### config.mk
export PLATFORM = sky130hd
export DESIGN_NAME = plrs_ptr
export DESIGN_NICKNAME = d
export VERILOG_FILES = /design/src/hdl/plrs_ptr.sv
export SDC_FILE = /design/constraint.sdc
export NUM_CORES = 1
export LEC_CHECK = 0
export CAP_MARGIN = 20
export CORE_ASPECT_RATIO = 1.25
export CORE_MARGIN = 1
export CORE_UTILIZATION = 60
export DETAILED_ROUTE_END_ITERATION = 16
export DONT_BUFFER_PORTS = 1
export PLACE_DENSITY_LB_ADDON = 0.08
export SLEW_MARGIN = 20
export SYNTH_ARGS = -nofsm -noshare
export SYNTH_HDL_FRONTEND = slang
export SYNTH_SLANG_ARGS = --single-unit
### constraint.sdc
create_clock -name clk -period 1.9 [get_ports clk]
set_clock_uncertainty 0.05 [all_clocks]
set_input_delay 0 -clock clk [delete_from_list [all_inputs] [get_ports clk]]
set_output_delay 0 -clock clk [all_outputs]
set_load 0.02 [all_outputs]
### src/hdl/plrs_ptr.sv
`timescale 1ns / 1ps
// ----------------------------------------------------------------------------
// plrs_ptr
// Refresh pointer: linear store index kept together with its page and column
// so that no division is needed for the page header.
// ----------------------------------------------------------------------------
module plrs_ptr #(
	parameter int COLUMNS = 128,
	parameter int PAGES   = 6
) (
	input  logic                                        clk,
	input  logic                                        arst_n,
	input  logic                                        step,
	output logic [$clog2(COLUMNS*PAGES)-1:0]            ptr,
	output logic [((PAGES > 1) ? $clog2(PAGES) : 1)-1:0] page,
	output logic                                        page_start
);

	localparam int STORE_SIZE = COLUMNS * PAGES;
	localparam int AW = $clog2(STORE_SIZE);
	localparam int CW = $clog2(COLUMNS);
	localparam int PW = (PAGES > 1) ? $clog2(PAGES) : 1;

	logic [AW-1:0] ptr_q;
	logic [CW-1:0] col_q;
	logic [PW-1:0] page_q;

	always_ff @(posedge clk or negedge arst_n) begin
		if (!arst_n) begin
			ptr_q  <= '0;
			col_q  <= '0;
			page_q <= '0;
		end else if (step) begin
			if (ptr_q == AW'(STORE_SIZE - 1)) begin
				ptr_q  <= '0;
				col_q  <= '0;
				page_q <= '0;
			end else begin
				ptr_q <= ptr_q + AW'(1);
				if (col_q == CW'(COLUMNS - 1)) begin
					col_q  <= '0;
					page_q <= page_q + PW'(1);
				end else begin
					col_q <= col_q + CW'(1);
				end
			end
		end
	end

	assign ptr        = ptr_q;
	assign page       = page_q;
	assign page_start = (col_q == '0);

endmodule

==> summary.md, run 1 <==
| Metric | Value |
|---|---|
| Fmax | `0.5586 GHz` |
| I/O Buffers | `0` |
| CTS max path bufs | `2` |
| Final Max Tran Viols | `0` |
| Status | `completed` |
| CP startpoint kind | `flop` |
| Ant diodes | `0` |
| Top delay family on crit path | `simple AND/OR/NAND/NOR gates` |
| Max H-tree Level | `1` |
| CTS tree | `yes` |
| Routability cong. | `0.8523` |
| Layout area overhead | `16.73%` |
| Sw Pwr | `486.5 uW` |
| MaxCap Viol Count | `0` |
| Post-synthesis register bit count | `20` |
| Vias in the first global route | `~840` |
| YS warnings | `0` |
| I/O pin cnt | `17` |
| # rows | `16` |
| Congestion Overflow GR | `0` |
| Die height | `48.54 um` |
| R2r worst-path depth | `6` |
| Max FO, Critical Path | `7` |
| Sequential fraction of design power | `47.8%` |
| HP Start | `step` |
| Finish-stage setup viols | `0` |
| Pint | `approximately 850 uW` |
| Setup TNS | `0 ns` |
| CP max stage delay | `0.40 ns` |
| Hold Path Class | `in -> reg` |
| Total global-route track usage | `26.41%` |
| Count of cell types in the netlist | `31` |
| Die area | `1904 um^2` |
| TritonRoute pass-1 iters | `4` |
| Crit path DAT | `1.94 ns` |
| Register area | `500.5 um^2` |
| PD cells | `1100 nW/um^2` |
| Post-DR wirelength/cell | `15.41 um` |
| Origin of the critical flop-to-flop path | `col_q[0]$_DFFE_PN0P_` |
| Core ar. | `1602 um^2` |
| Layout cell share with drive strength beyond 1 | `21.74%` |
| Final Hold Slack | `0.07033 ns` |
| Part of the cycle the worst path needs | `between 90% and 100%` |
| Critical Path Sink Type | `flop` |
| Iter 0 DRT Violations | `15` |
| Fin. Hold Viols | `0` |
| R2R Setup Slk | `0.11 ns` |
| Instance count on the critical path | `6` |
| Critical path class | `reg -> reg` |
| Chip width | `39.24 um` |
| Ordered cell list for the critical path | `buf_4 -> ha_1 -> and4_1 -> nand4_2 -> a2bb2o_4 -> a21o_1` |
| Clock share of power | `18.1%` |
| Cell count after synthesis | `98` |
| Antenna violations before repair | `0` |
| Reg clk slew, reported paths | `between 0.1 and 0.15 ns` |
| Syn Nets | `105` |
| CTS root buffer | `clkbuf_4` |
| Slowest CP cell | `dfrtp_1` |
| Detailed placement HPWL | `1460 um` |
| Peak VDD IR | `0.0007421 V` |
| Total CTS buffers | `3` |
| Pleak | `between 0.0005 and 0.0006 uW` |
| Min Tclk post-route | `1.790 ns` |
| Combinational share of power | `34.1%` |
| First-pass GRT wire length | `3532 um` |
| Slew @ Worst Pin | `0.8631 ns` |
| Clock sinks | `20` |
| Worst R2R End | `page[2]$_DFFE_PN0P_` |
| Largest net degree at the start of global routing | `21` |
| Via/cell ratio | `5.970` |
| Unrepaired setup endpoints after global routing | `false` |
| Initial Utilization | `64.92%` |
| Fraction of power spent switching nets | `between 30 and 40%` |
| Hold EP | `ptr[3]$_DFFE_PN0P_` |
| Hold Path Stages | `3` |
| Worst Path Buf+Inv | `1` |
| Layout Nets | `123` |
| Slew margin rel. | `between 40% and 50%` |
| Vias | `794` |
| Routed wire length | `2050 um` |
| Fill cells | `120` |
| Clk Latency, worst-skew pair | `0.29 ns` |
| Data required, critical path | `2.05 ns` |
| Syn Area/Cell | `10.61 um^2` |
| Residual DRC | `0` |
| Multi-input logic area | `between 500 and 600 um^2` |
| Post-Syn Area | `1040 um^2` |
| Post-route ant nets | `0` |
| Post-synthesis sequential area ratio | `48.13%` |
-- cells in the final DEF (no fill, tap or decap), types with 3 or more instances in the layout --
master	count
xnor2_1	6
nand3_1	7
nand4_1	6
dfrtp_1	20
nand2_1	8
a21o_1	3
buf_4	12
clkbuf_4	3
o21ai_0	4
nor2_1	10
xor2_1	4
ha_1	4
-- final cells by class --
type	count	area share (%)
timing repair buffer	14	9.072
multi-input combinational	74	43.92
clock buffer	4	2.990
sequential	20	41.24
inverter	3	0.9278
tap	18	1.856
-- flip-flops by register name, indices dropped and copies added (netlist names) --
signal and cells:
page 3, ptr 10, col_q 7
-- synth_stat cells, drive strengths merged --
| cell | number | area, um^2 |
|---|---|---|
| dfrtp | 20 | 500.5 |
| nor2 | 10 | 37.54 |
| nand2 | 8 | 30.03 |
| nand4 | 8 | 62.56 |
| nand3 | 7 | 35.03 |
| xnor2 | 6 | 52.55 |
| ha | 4 | 50.05 |
| o21ai | 4 | 20.02 |
| xor2 | 4 | 35.03 |
| a21o | 3 | 22.52 |
| inv | 3 | 11.26 |
| and3 | 2 | 17.52 |
| and4 | 2 | 20.02 |
| nor3 | 2 | 10.01 |
| nor4b | 2 | 17.52 |
| a22o | 1 | 8.760 |
| a2bb2o | 1 | 20.02 |
| and4b | 1 | 10.01 |
| clkbuf | 1 | 3.750 |
| mux2i | 1 | 10.01 |
| nand2b | 1 | 6.260 |
| nor2b | 1 | 6.260 |
| nor3b | 1 | 12.51 |
| o211ai | 1 | 7.510 |
| o22ai | 1 | 6.260 |
| o2bb2ai | 1 | 8.760 |
| o31ai | 1 | 7.510 |
| or4b | 1 | 10.01 |
-- worst min-delay path, delay by kind of cell --
kind                      cells  cell delay, ns
and+or+nand+nor               2            0.28
xor gates and xnor gates      1            0.10
-- routing by layer --
metal,up-vias,wire (um),GRT usage [%]
met4,0,13,8.621
met1,386,920,36.65
met5,-,0,0
met3,2,58,3.670
li1,389,-,-
met2,17,1058,41.67
-- what timing repair did --
| action | in CTS | in global routing |
|---|---|---|
| hold endpoints to repair | 31 | 0 |
| pin swaps | 0 | 1 |
| hold buffers | 2 | 0 |
| endpoints found under the setup margin | 1 | 1 |
| setup buffers | 0 | 2 |
| cloned | 0 | 0 |
| resized for setup | 1 | 2 |
-- worst max path at each step --
stage / startpoint / slack [ns] / to
2_1_floorplan: col_q[0]$_DFFE_PN0P_ / 0.22 / page_start
3_3_place_gp: col_q[0]$_DFFE_PN0P_ / 0.30 / page[2]$_DFFE_PN0P_
3_5_place_dp: col_q[0]$_DFFE_PN0P_ / 0.26 / page[2]$_DFFE_PN0P_
4_1_cts: col_q[0]$_DFFE_PN0P_ / 0.01 / page_start
5_1_grt: ptr[0]$_DFFE_PN0P_ / 0.04 / ptr[7]$_DFFE_PN0P_
6_report: col_q[0]$_DFFE_PN0P_ / 0.11 / page[2]$_DFFE_PN0P_
-- power by group through the flow --
stage          Clock [uW]  Sequential, uW  Combinational (uW)
6_report              242             638                 455
5_1_grt               266             651                 506
4_1_cts               250             631                 430
3_5_place_dp            0             636                 409
3_3_place_gp            0             630                 393
2_1_floorplan           0             714                 181
-- logic make-up (layout without fill, tap and decap cells) --
kind of cell	count (synthesis)	after routing	share of synthesized area [%]
and+or+nand+nor	46	46	26.48
DFF	20	20	48.13
AOI/OAI and AO/OA	13	13	9.749
xor gates and xnor gates	10	10	8.423
adders and majority gates	4	4	4.814
buffers and inverters	4	21	1.444
muxes	1	1	0.9627
-- through the flow --
stage | cell area, um^2 | setup WS [ns] | util [%] | instances | power (uW)
after floorplan | 1040 | 0.2219 | - | 98 | 894.6
after CTS | 1195 | 0.01293 | 74.61 | 131 | 1311
final | 1214 | 0.1100 | 75.78 | 133 | 1335
after global routing | 1214 | 0.04443 | 75.78 | 133 | 1423
after detailed placement | 1134 | 0.2606 | 70.78 | 125 | 1044
after global placement | 1134 | 0.3000 | 70.78 | 125 | 1022
Note: power is estimated with default switching activity, not from simulation.
==> inputs of run 2 (changes only) <==
REMOVE_ABC_BUFFERS = 1   (was not set)
clock period = 1.7 ns   (was 1.9 ns; I/O delays follow)
==> summary.md, run 2 (synthesized netlist as in run 1, its figures left out) <==
| Metric | Value |
|---|---|
| Fmax | `a little under 0.6 GHz` |
| Final std cells w/o fill | `138 (+3.8%)` |
| Top delay family on crit path | `simple AND/OR/NAND/NOR gates` |
| Post-DR wirelength/cell | `16.54 um (+7.3%)` |
| Max reg flops | `10 (unchanged)` |
| Slew @ Worst Pin | `0.9052 ns (+0.04212 ns)` |
| Worst setup margin | `-0.007413 ns (-0.1174 ns)` |
| Slowest CP cell | `or4b_4` |
| Iter 0 DRT Violations | `6 (-9)` |
| Routability cong. | `0.7667 (-10%)` |
| MaxCap Viol Count | `0 (unchanged)` |
| Vias in the first global route | `913 (+9.1%)` |
| CTS root buffer | `clkbuf_4` |
| Fin. Hold Viols | `0 (unchanged)` |
| CP max stage delay | `0.47 ns (+0.07 ns)` |
| Clock sinks | `20 (unchanged)` |
| Pleak | `0.0006157 uW (+4.5%)` |
| R2R Setup Slk | `0.10 ns (about the same)` |
| Via/cell ratio | `6.094 (+2.1%)` |
| Antenna violations before repair | `0 (unchanged)` |
| Combinational share of power | `38.9% (+4.8 points)` |
| Ordered cell list for the critical path | `inv_2 -> ha_1 -> or4b_4 -> nor3_4 -> buf_6` |
| Met2 Resource Use GR | `44.17% (+2.5 points)` |
| Vias | `841 (+5.9%)` |
| Slew margin rel. | `39.46% (-2.8 points)` |
| Final Max Tran Viols | `0 (unchanged)` |
| I/O pin cnt | `17 (unchanged)` |
| Routed wire length | `2282 um (+11%)` |
| Status | `finished with violations` |
| Register area | `500.5 um^2 (unchanged)` |
| Die height | `48.54 um (unchanged)` |
| Sw Pwr | `585.1 uW (+20%)` |
| # rows | `16 (unchanged)` |
| Peak VDD IR | `0.0007792 V (+5.0%)` |
| Max FO, Critical Path | `2 (-5)` |
| Critical Path Sink Type | `primary output` |
| Die area | `1904 um^2 (unchanged)` |
| Unrepaired setup endpoints after global routing | `true` |
| Layout area overhead | `24.31%` |
| Met3 Track Usage GR | `6.881% (+3.2 points)` |
| Min Tclk post-route | `1.707 ns` |
| Failing checks | `setup timing` |
| Data required, critical path | `1.65 ns (-0.40 ns)` |
| Fraction of power spent switching nets | `38.42% (+2.0 points)` |
| Placed cell areas | `1156 um^2 (+2.0%)` |
| Largest net degree at the start of global routing | `21 (unchanged)` |
| Design area | `1292 um^2 (+6.5%)` |
| Initial Utilization | `64.92% (unchanged)` |
| PD cells | `1178 nW/um^2 (+7.1%)` |
| Chip width | `39.24 um (unchanged)` |
| Fill cells | `95 (-21%)` |
| Reg clk slew, reported paths | `0.11 ns (about the same)` |
| Residual DRC | `0 (unchanged)` |
| Commonest cells after routing, fill and taps aside | `dfrtp_1 (20), buf_4 (17), nor2_1 (10)` |
| Pre-CTS setup slack | `0.04595 ns (-0.2147 ns)` |
| M1 GR Usage | `34.15% (-2.5 points)` |
| Pint | `937.9 uW (+11%)` |
| Post-route ant nets | `0 (unchanged)` |
| Max H-tree Level | `1 (unchanged)` |
| Congestion Overflow GR | `0 (unchanged)` |
| Total global-route track usage | `27.87% (+1.5 points)` |
| First-pass GRT wire length | `3705 um (+4.9%)` |
| Layout Nets | `129 (+4.9%)` |
| Part of the cycle the worst path needs | `100.4%` |
| Finish-stage setup viols | `1 (+1)` |
| Clk Latency, worst-skew pair | `0.30 ns (about the same)` |
| Worst Path Buf+Inv | `2 (+1)` |
| Sequential fraction of design power | `46.3% (-1.5 points)` |
| Core ar. | `1602 um^2 (unchanged)` |
| Critical path class | `reg -> out` |
| Most common cell after layout, fill and taps aside | `dfrtp_1` |
| TritonRoute pass-1 iters | `3 (-1)` |
| Hold Path Class | `in -> reg` |
| CTS max path bufs | `2 (unchanged)` |
| Ant diodes | `0 (unchanged)` |
| Busiest grt layer | `met2` |
| Clock share of power | `14.8% (-3.3 points)` |
| Layout cell share with drive strength beyond 1 | `29.17% (+7.4 points)` |
| Multi-input logic area | `576.8 um^2 (+8.2%)` |
| I/O Buffers | `0 (unchanged)` |
| Inst Count DP | `128 (+2.4%)` |
| Total CTS buffers | `3 (unchanged)` |
| CP startpoint kind | `flop` |
| Detailed placement HPWL | `1483 um (+1.5%)` |
| Crit path DAT | `1.66 ns (-0.28 ns)` |
| CTS tree | `yes` |
run 2: cell types whose count changed in the layout (fill, tap and decap cells not counted), sizes merged:
cell    change
clkbuf      -1
buf         +6
run 2: through the flow:
step	TNS (ns)	hold WS [ns]	utilization (%)	power (uW)
detailed placement	0	-0.3452	72.19	1185
CTS	-0.03767	0.06122	77.42	1470
finish	-0.007413	0.06078	80.70	1523
global placement	0	-0.3452	72.19	1161
floorplan	0	-0.3456	-	997.4
global route	-0.06675	0.07445	80.70	1616
run 2: final timing paths:
path                                       from                   end  cells after the start
setup / recovery           col_q[0]$_DFFE_PN0P_            page_start                      5
hold / removal                             step    ptr[4]$_DFFE_PN0P_                      3
setup reg to reg           col_q[0]$_DFFE_PN0P_   page[2]$_DFFE_PN0P_                      6
hold reg to reg            col_q[1]$_DFFE_PN0P_  col_q[1]$_DFFE_PN0P_                      2
max in group asynchronous                arst_n  col_q[0]$_DFFE_PN0P_                      1
min in group asynchronous                arst_n   page[2]$_DFFE_PN0P_                      1
run 2: timing repair:
| item | in CTS | in global routing |
|---|---|---|
| hold endpoints to repair | 33 | 0 |
| pin swaps | 1 | 3 |
| cloned | 0 | 0 |
| hold buffers | 2 | 0 |
| resized for setup | 5 | 9 |
| setup buffers | 3 | 2 |
| setup endpoints to repair | 1 | 7 |
run 2: layout make-up:
cell class              instances  area share [%]
flip-flops and latches         20           38.72
clock buffers                   3           1.742
multi-input cells              74           44.63
repair buffers                 20           12.29
inverters                       3          0.8712
well taps                      18           1.742
run 2: power groups by stage:
stage	clock network, uW	registers [uW]	logic [uW]
6_report	225	705	593
3_5_place_dp	0	695	490
2_1_floorplan	0	798	199
4_1_cts	227	688	555
3_3_place_gp	0	686	475
5_1_grt	250	718	647
run 2: worst reg2reg max path: stages, from the launching register on:
cell and delay (ns):
dfrtp_1 0.39, buf_4 0.15, ha_4 0.14, and4_4 0.25, nand4_4 0.13, a2bb2o_4 0.24, a21o_1 0.17
run 2: layer usage:
metal | vias to the layer above | routed length (um)
li1 | 402 | -
met1 | 415 | 940
met2 | 20 | 1234
met3 | 4 | 80
met4 | 0 | 27
met5 | - | 0
==> inputs of run 3 (changes only) <==
PLACE_DENSITY = 0.76   (was not set)
PLACE_DENSITY_LB_ADDON = not set   (was 0.08)
==> summary.md, run 3 (synthesized netlist as in run 1, its figures left out) <==
| Metric | Value |
|---|---|
| Core ar. | `1602 um^2 (unchanged)` |
| Max reg flops | `10 (unchanged)` |
| Fmax | `0.5530 GHz (-5.6%)` |
| Routed wire length | `2363 um (+3.5%)` |
| First-pass GRT wire length | `3705 um (unchanged)` |
| Part of the cycle the worst path needs | `106.4% (+5.9 points)` |
| Initial Utilization | `64.92% (unchanged)` |
| Layout area overhead | `25.63%` |
| CTS max path bufs | `2 (unchanged)` |
| Vias in the first global route | `859 (-5.9%)` |
| Max H-tree Level | `1 (unchanged)` |
| Vias | `848 (+0.83%)` |
| Layout Nets | `130 (+0.78%)` |
| Max FO, Critical Path | `2 (unchanged)` |
| MaxCap Viol Count | `0 (unchanged)` |
| Pleak | `0.0006165 uW (+0.13%)` |
| Fraction of power spent switching nets | `38.27% (-0.15 points)` |
| Clock sinks | `20 (unchanged)` |
| CP max stage delay | `0.46 ns (about the same)` |
| Iter 0 DRT Violations | `17 (+11)` |
| Routability cong. | `0.7364 (-4.0%)` |
| Clock share of power | `13.8% (-1.0 points)` |
| Worst R2R End | `page[2]$_DFFE_PN0P_` |
| Combinational share of power | `41.2% (+2.3 points)` |
| Slowest CP cell | `or4b_4` |
| Final Max Tran Viols | `0 (unchanged)` |
| Total CTS buffers | `3 (unchanged)` |
| Peak VDD IR | `0.0009357 V (+20%)` |
| Final Hold Slack | `0.04516 ns (-0.01562 ns)` |
| Detailed placement HPWL | `1568 um (+5.7%)` |
| Hold Path Class | `in -> reg` |
| Unrepaired setup endpoints after global routing | `true` |
| Worst Path Buf+Inv | `2 (unchanged)` |
| I/O Buffers | `0 (unchanged)` |
| Commonest cells after routing, fill and taps aside | `dfrtp_1 (20), buf_4 (18), nor2_1 (10)` |
| PD cells | `1220 nW/um^2 (+3.5%)` |
| Die height | `48.54 um (unchanged)` |
| Post-route ant nets | `0 (unchanged)` |
| Congestion Overflow GR | `0 (unchanged)` |
| # rows | `16 (unchanged)` |
| Ant diodes | `0 (unchanged)` |
| Most common cell after layout, fill and taps aside | `dfrtp_1` |
| Antenna violations before repair | `0 (unchanged)` |
| R2R Setup Slk | `0.01 ns (-0.09 ns)` |
| Residual DRC | `0 (unchanged)` |
| Status | `finished with violations` |
| Data required, critical path | `1.65 ns (about the same)` |
| TritonRoute pass-1 iters | `4 (+1)` |
| Origin of the critical flop-to-flop path | `col_q[1]$_DFFE_PN0P_` |
| Min Tclk post-route | `1.808 ns (+0.1009 ns)` |
| R2r worst-path depth | `7 (+1)` |
| Chip width | `39.24 um (unchanged)` |
| Clk Latency, worst-skew pair | `0.30 ns (about the same)` |
| Crit path DAT | `1.76 ns (+0.10 ns)` |
| Critical Path Sink Type | `primary output` |
| Hold EP | `ptr[3]$_DFFE_PN0P_` |
| Failing checks | `setup timing` |
| Fin. Hold Viols | `0 (unchanged)` |
| Instance count on the critical path | `5 (unchanged)` |
| Pre-CTS setup slack | `0.08959 ns (+0.04364 ns)` |
| HP Start | `step` |
| I/O pin cnt | `17 (unchanged)` |
| Reg clk slew, reported paths | `0.10 ns (about the same)` |
| Finish-stage setup viols | `1 (unchanged)` |
| Top delay family on crit path | `simple AND/OR/NAND/NOR gates` |
| Slew @ Worst Pin | `0.9005 ns (-0.004706 ns)` |
| Largest net degree at the start of global routing | `21 (unchanged)` |
| Worst setup margin | `-0.1083 ns (-0.1009 ns)` |
| CP startpoint kind | `flop` |
| Post-DR wirelength/cell | `17.00 um (+2.8%)` |
| CTS root buffer | `clkbuf_4` |
| CTS tree | `yes` |
| Ordered cell list for the critical path | `inv_2 -> ha_4 -> or4b_4 -> nor3_4 -> buf_6` |
| Pint | `983.8 uW (+4.9%)` |
| Die area | `1904 um^2 (unchanged)` |
| Critical path class | `reg -> out` |
| Layout cell share with drive strength beyond 1 | `29.75% (+0.59 points)` |
| Slew margin rel. | `39.77% (+0.31 points)` |
| Sequential fraction of design power | `45.0% (-1.3 points)` |
| Total global-route track usage | `28.68% (+0.80 points)` |
| Hold Path Stages | `3 (unchanged)` |
| Sw Pwr | `609.9 uW (+4.2%)` |
| Via/cell ratio | `6.101 (+0.11%)` |
-- run 3: tightest hold or removal path: stages --
cell	delay, ns
nand4_1	0.18
xor2_1	0.10
nor2_1	0.08
-- run 3: metal layers --
| layer | vias to the layer above | track usage [%] | wire [um] |
|---|---|---|---|
| met5 | - | 0 | 0 |
| met4 | 0 | 12.64 | 41 |
| met3 | 5 | 7.339 | 81 |
| met2 | 22 | 49.17 | 1304 |
| met1 | 415 | 31.43 | 936 |
| li1 | 406 | - | - |
-- run 3: worst max-delay path by stage --
stage	from	to	slack, ns
global route	col_q[1]$_DFFE_PN0P_	page_start	-0.16
CTS	col_q[1]$_DFFE_PN0P_	page_start	-0.0002
floorplan	col_q[0]$_DFFE_PN0P_	page_start	0.02
detailed placement	ptr[1]$_DFFE_PN0P_	ptr[3]$_DFFE_PN0P_	0.09
finish	col_q[1]$_DFFE_PN0P_	page_start	-0.11
global placement	col_q[0]$_DFFE_PN0P_	page_start	0.15
-- run 3: power groups by stage --
| stage | logic [uW] | clock network (uW) | registers [uW] |
|---|---|---|---|
| after global placement | 471 | 0 | 701 |
| final | 656 | 220 | 718 |
| after global routing | 716 | 241 | 729 |
| after CTS | 559 | 222 | 697 |
| after detailed placement | 487 | 0 | 703 |
| after floorplan | 199 | 0 | 798 |
-- run 3: stage by stage --
| stage | instance area, um^2 | TNS [ns] | utilization, % | total power, uW | cells |
|---|---|---|---|---|---|
| after global placement | 1149 | 0 | 71.72 | 1172 | 127 |
| after floorplan | 1036 | 0 | - | 997.4 | 97 |
| after global routing | 1306 | -0.2230 | 81.56 | 1687 | 139 |
| final | 1306 | -0.1083 | 81.56 | 1594 | 139 |
| after CTS | 1232 | -0.0001668 | 76.95 | 1478 | 136 |
| after detailed placement | 1149 | 0 | 71.72 | 1190 | 127 |
-- run 3: cell type report --
class | instances | area, um^2
tap | 18 | 22.52
clock buffer | 3 | 22.52
timing repair buffer | 21 | 166.4
sequential | 20 | 500.5
multi-input combinational | 74 | 583.1
inverter | 3 | 11.26
fill | 106 | 295.3
-- run 3: what timing repair did --
item | in CTS | in global routing
buffers inserted | 4 | 3
endpoints found under the setup margin | 1 | 9
hold buffers | 2 | 0
endpoints found under the hold margin | 31 | 0
gates resized for setup | 4 | 10
cloned | 0 | 0
pin swaps | 0 | 2
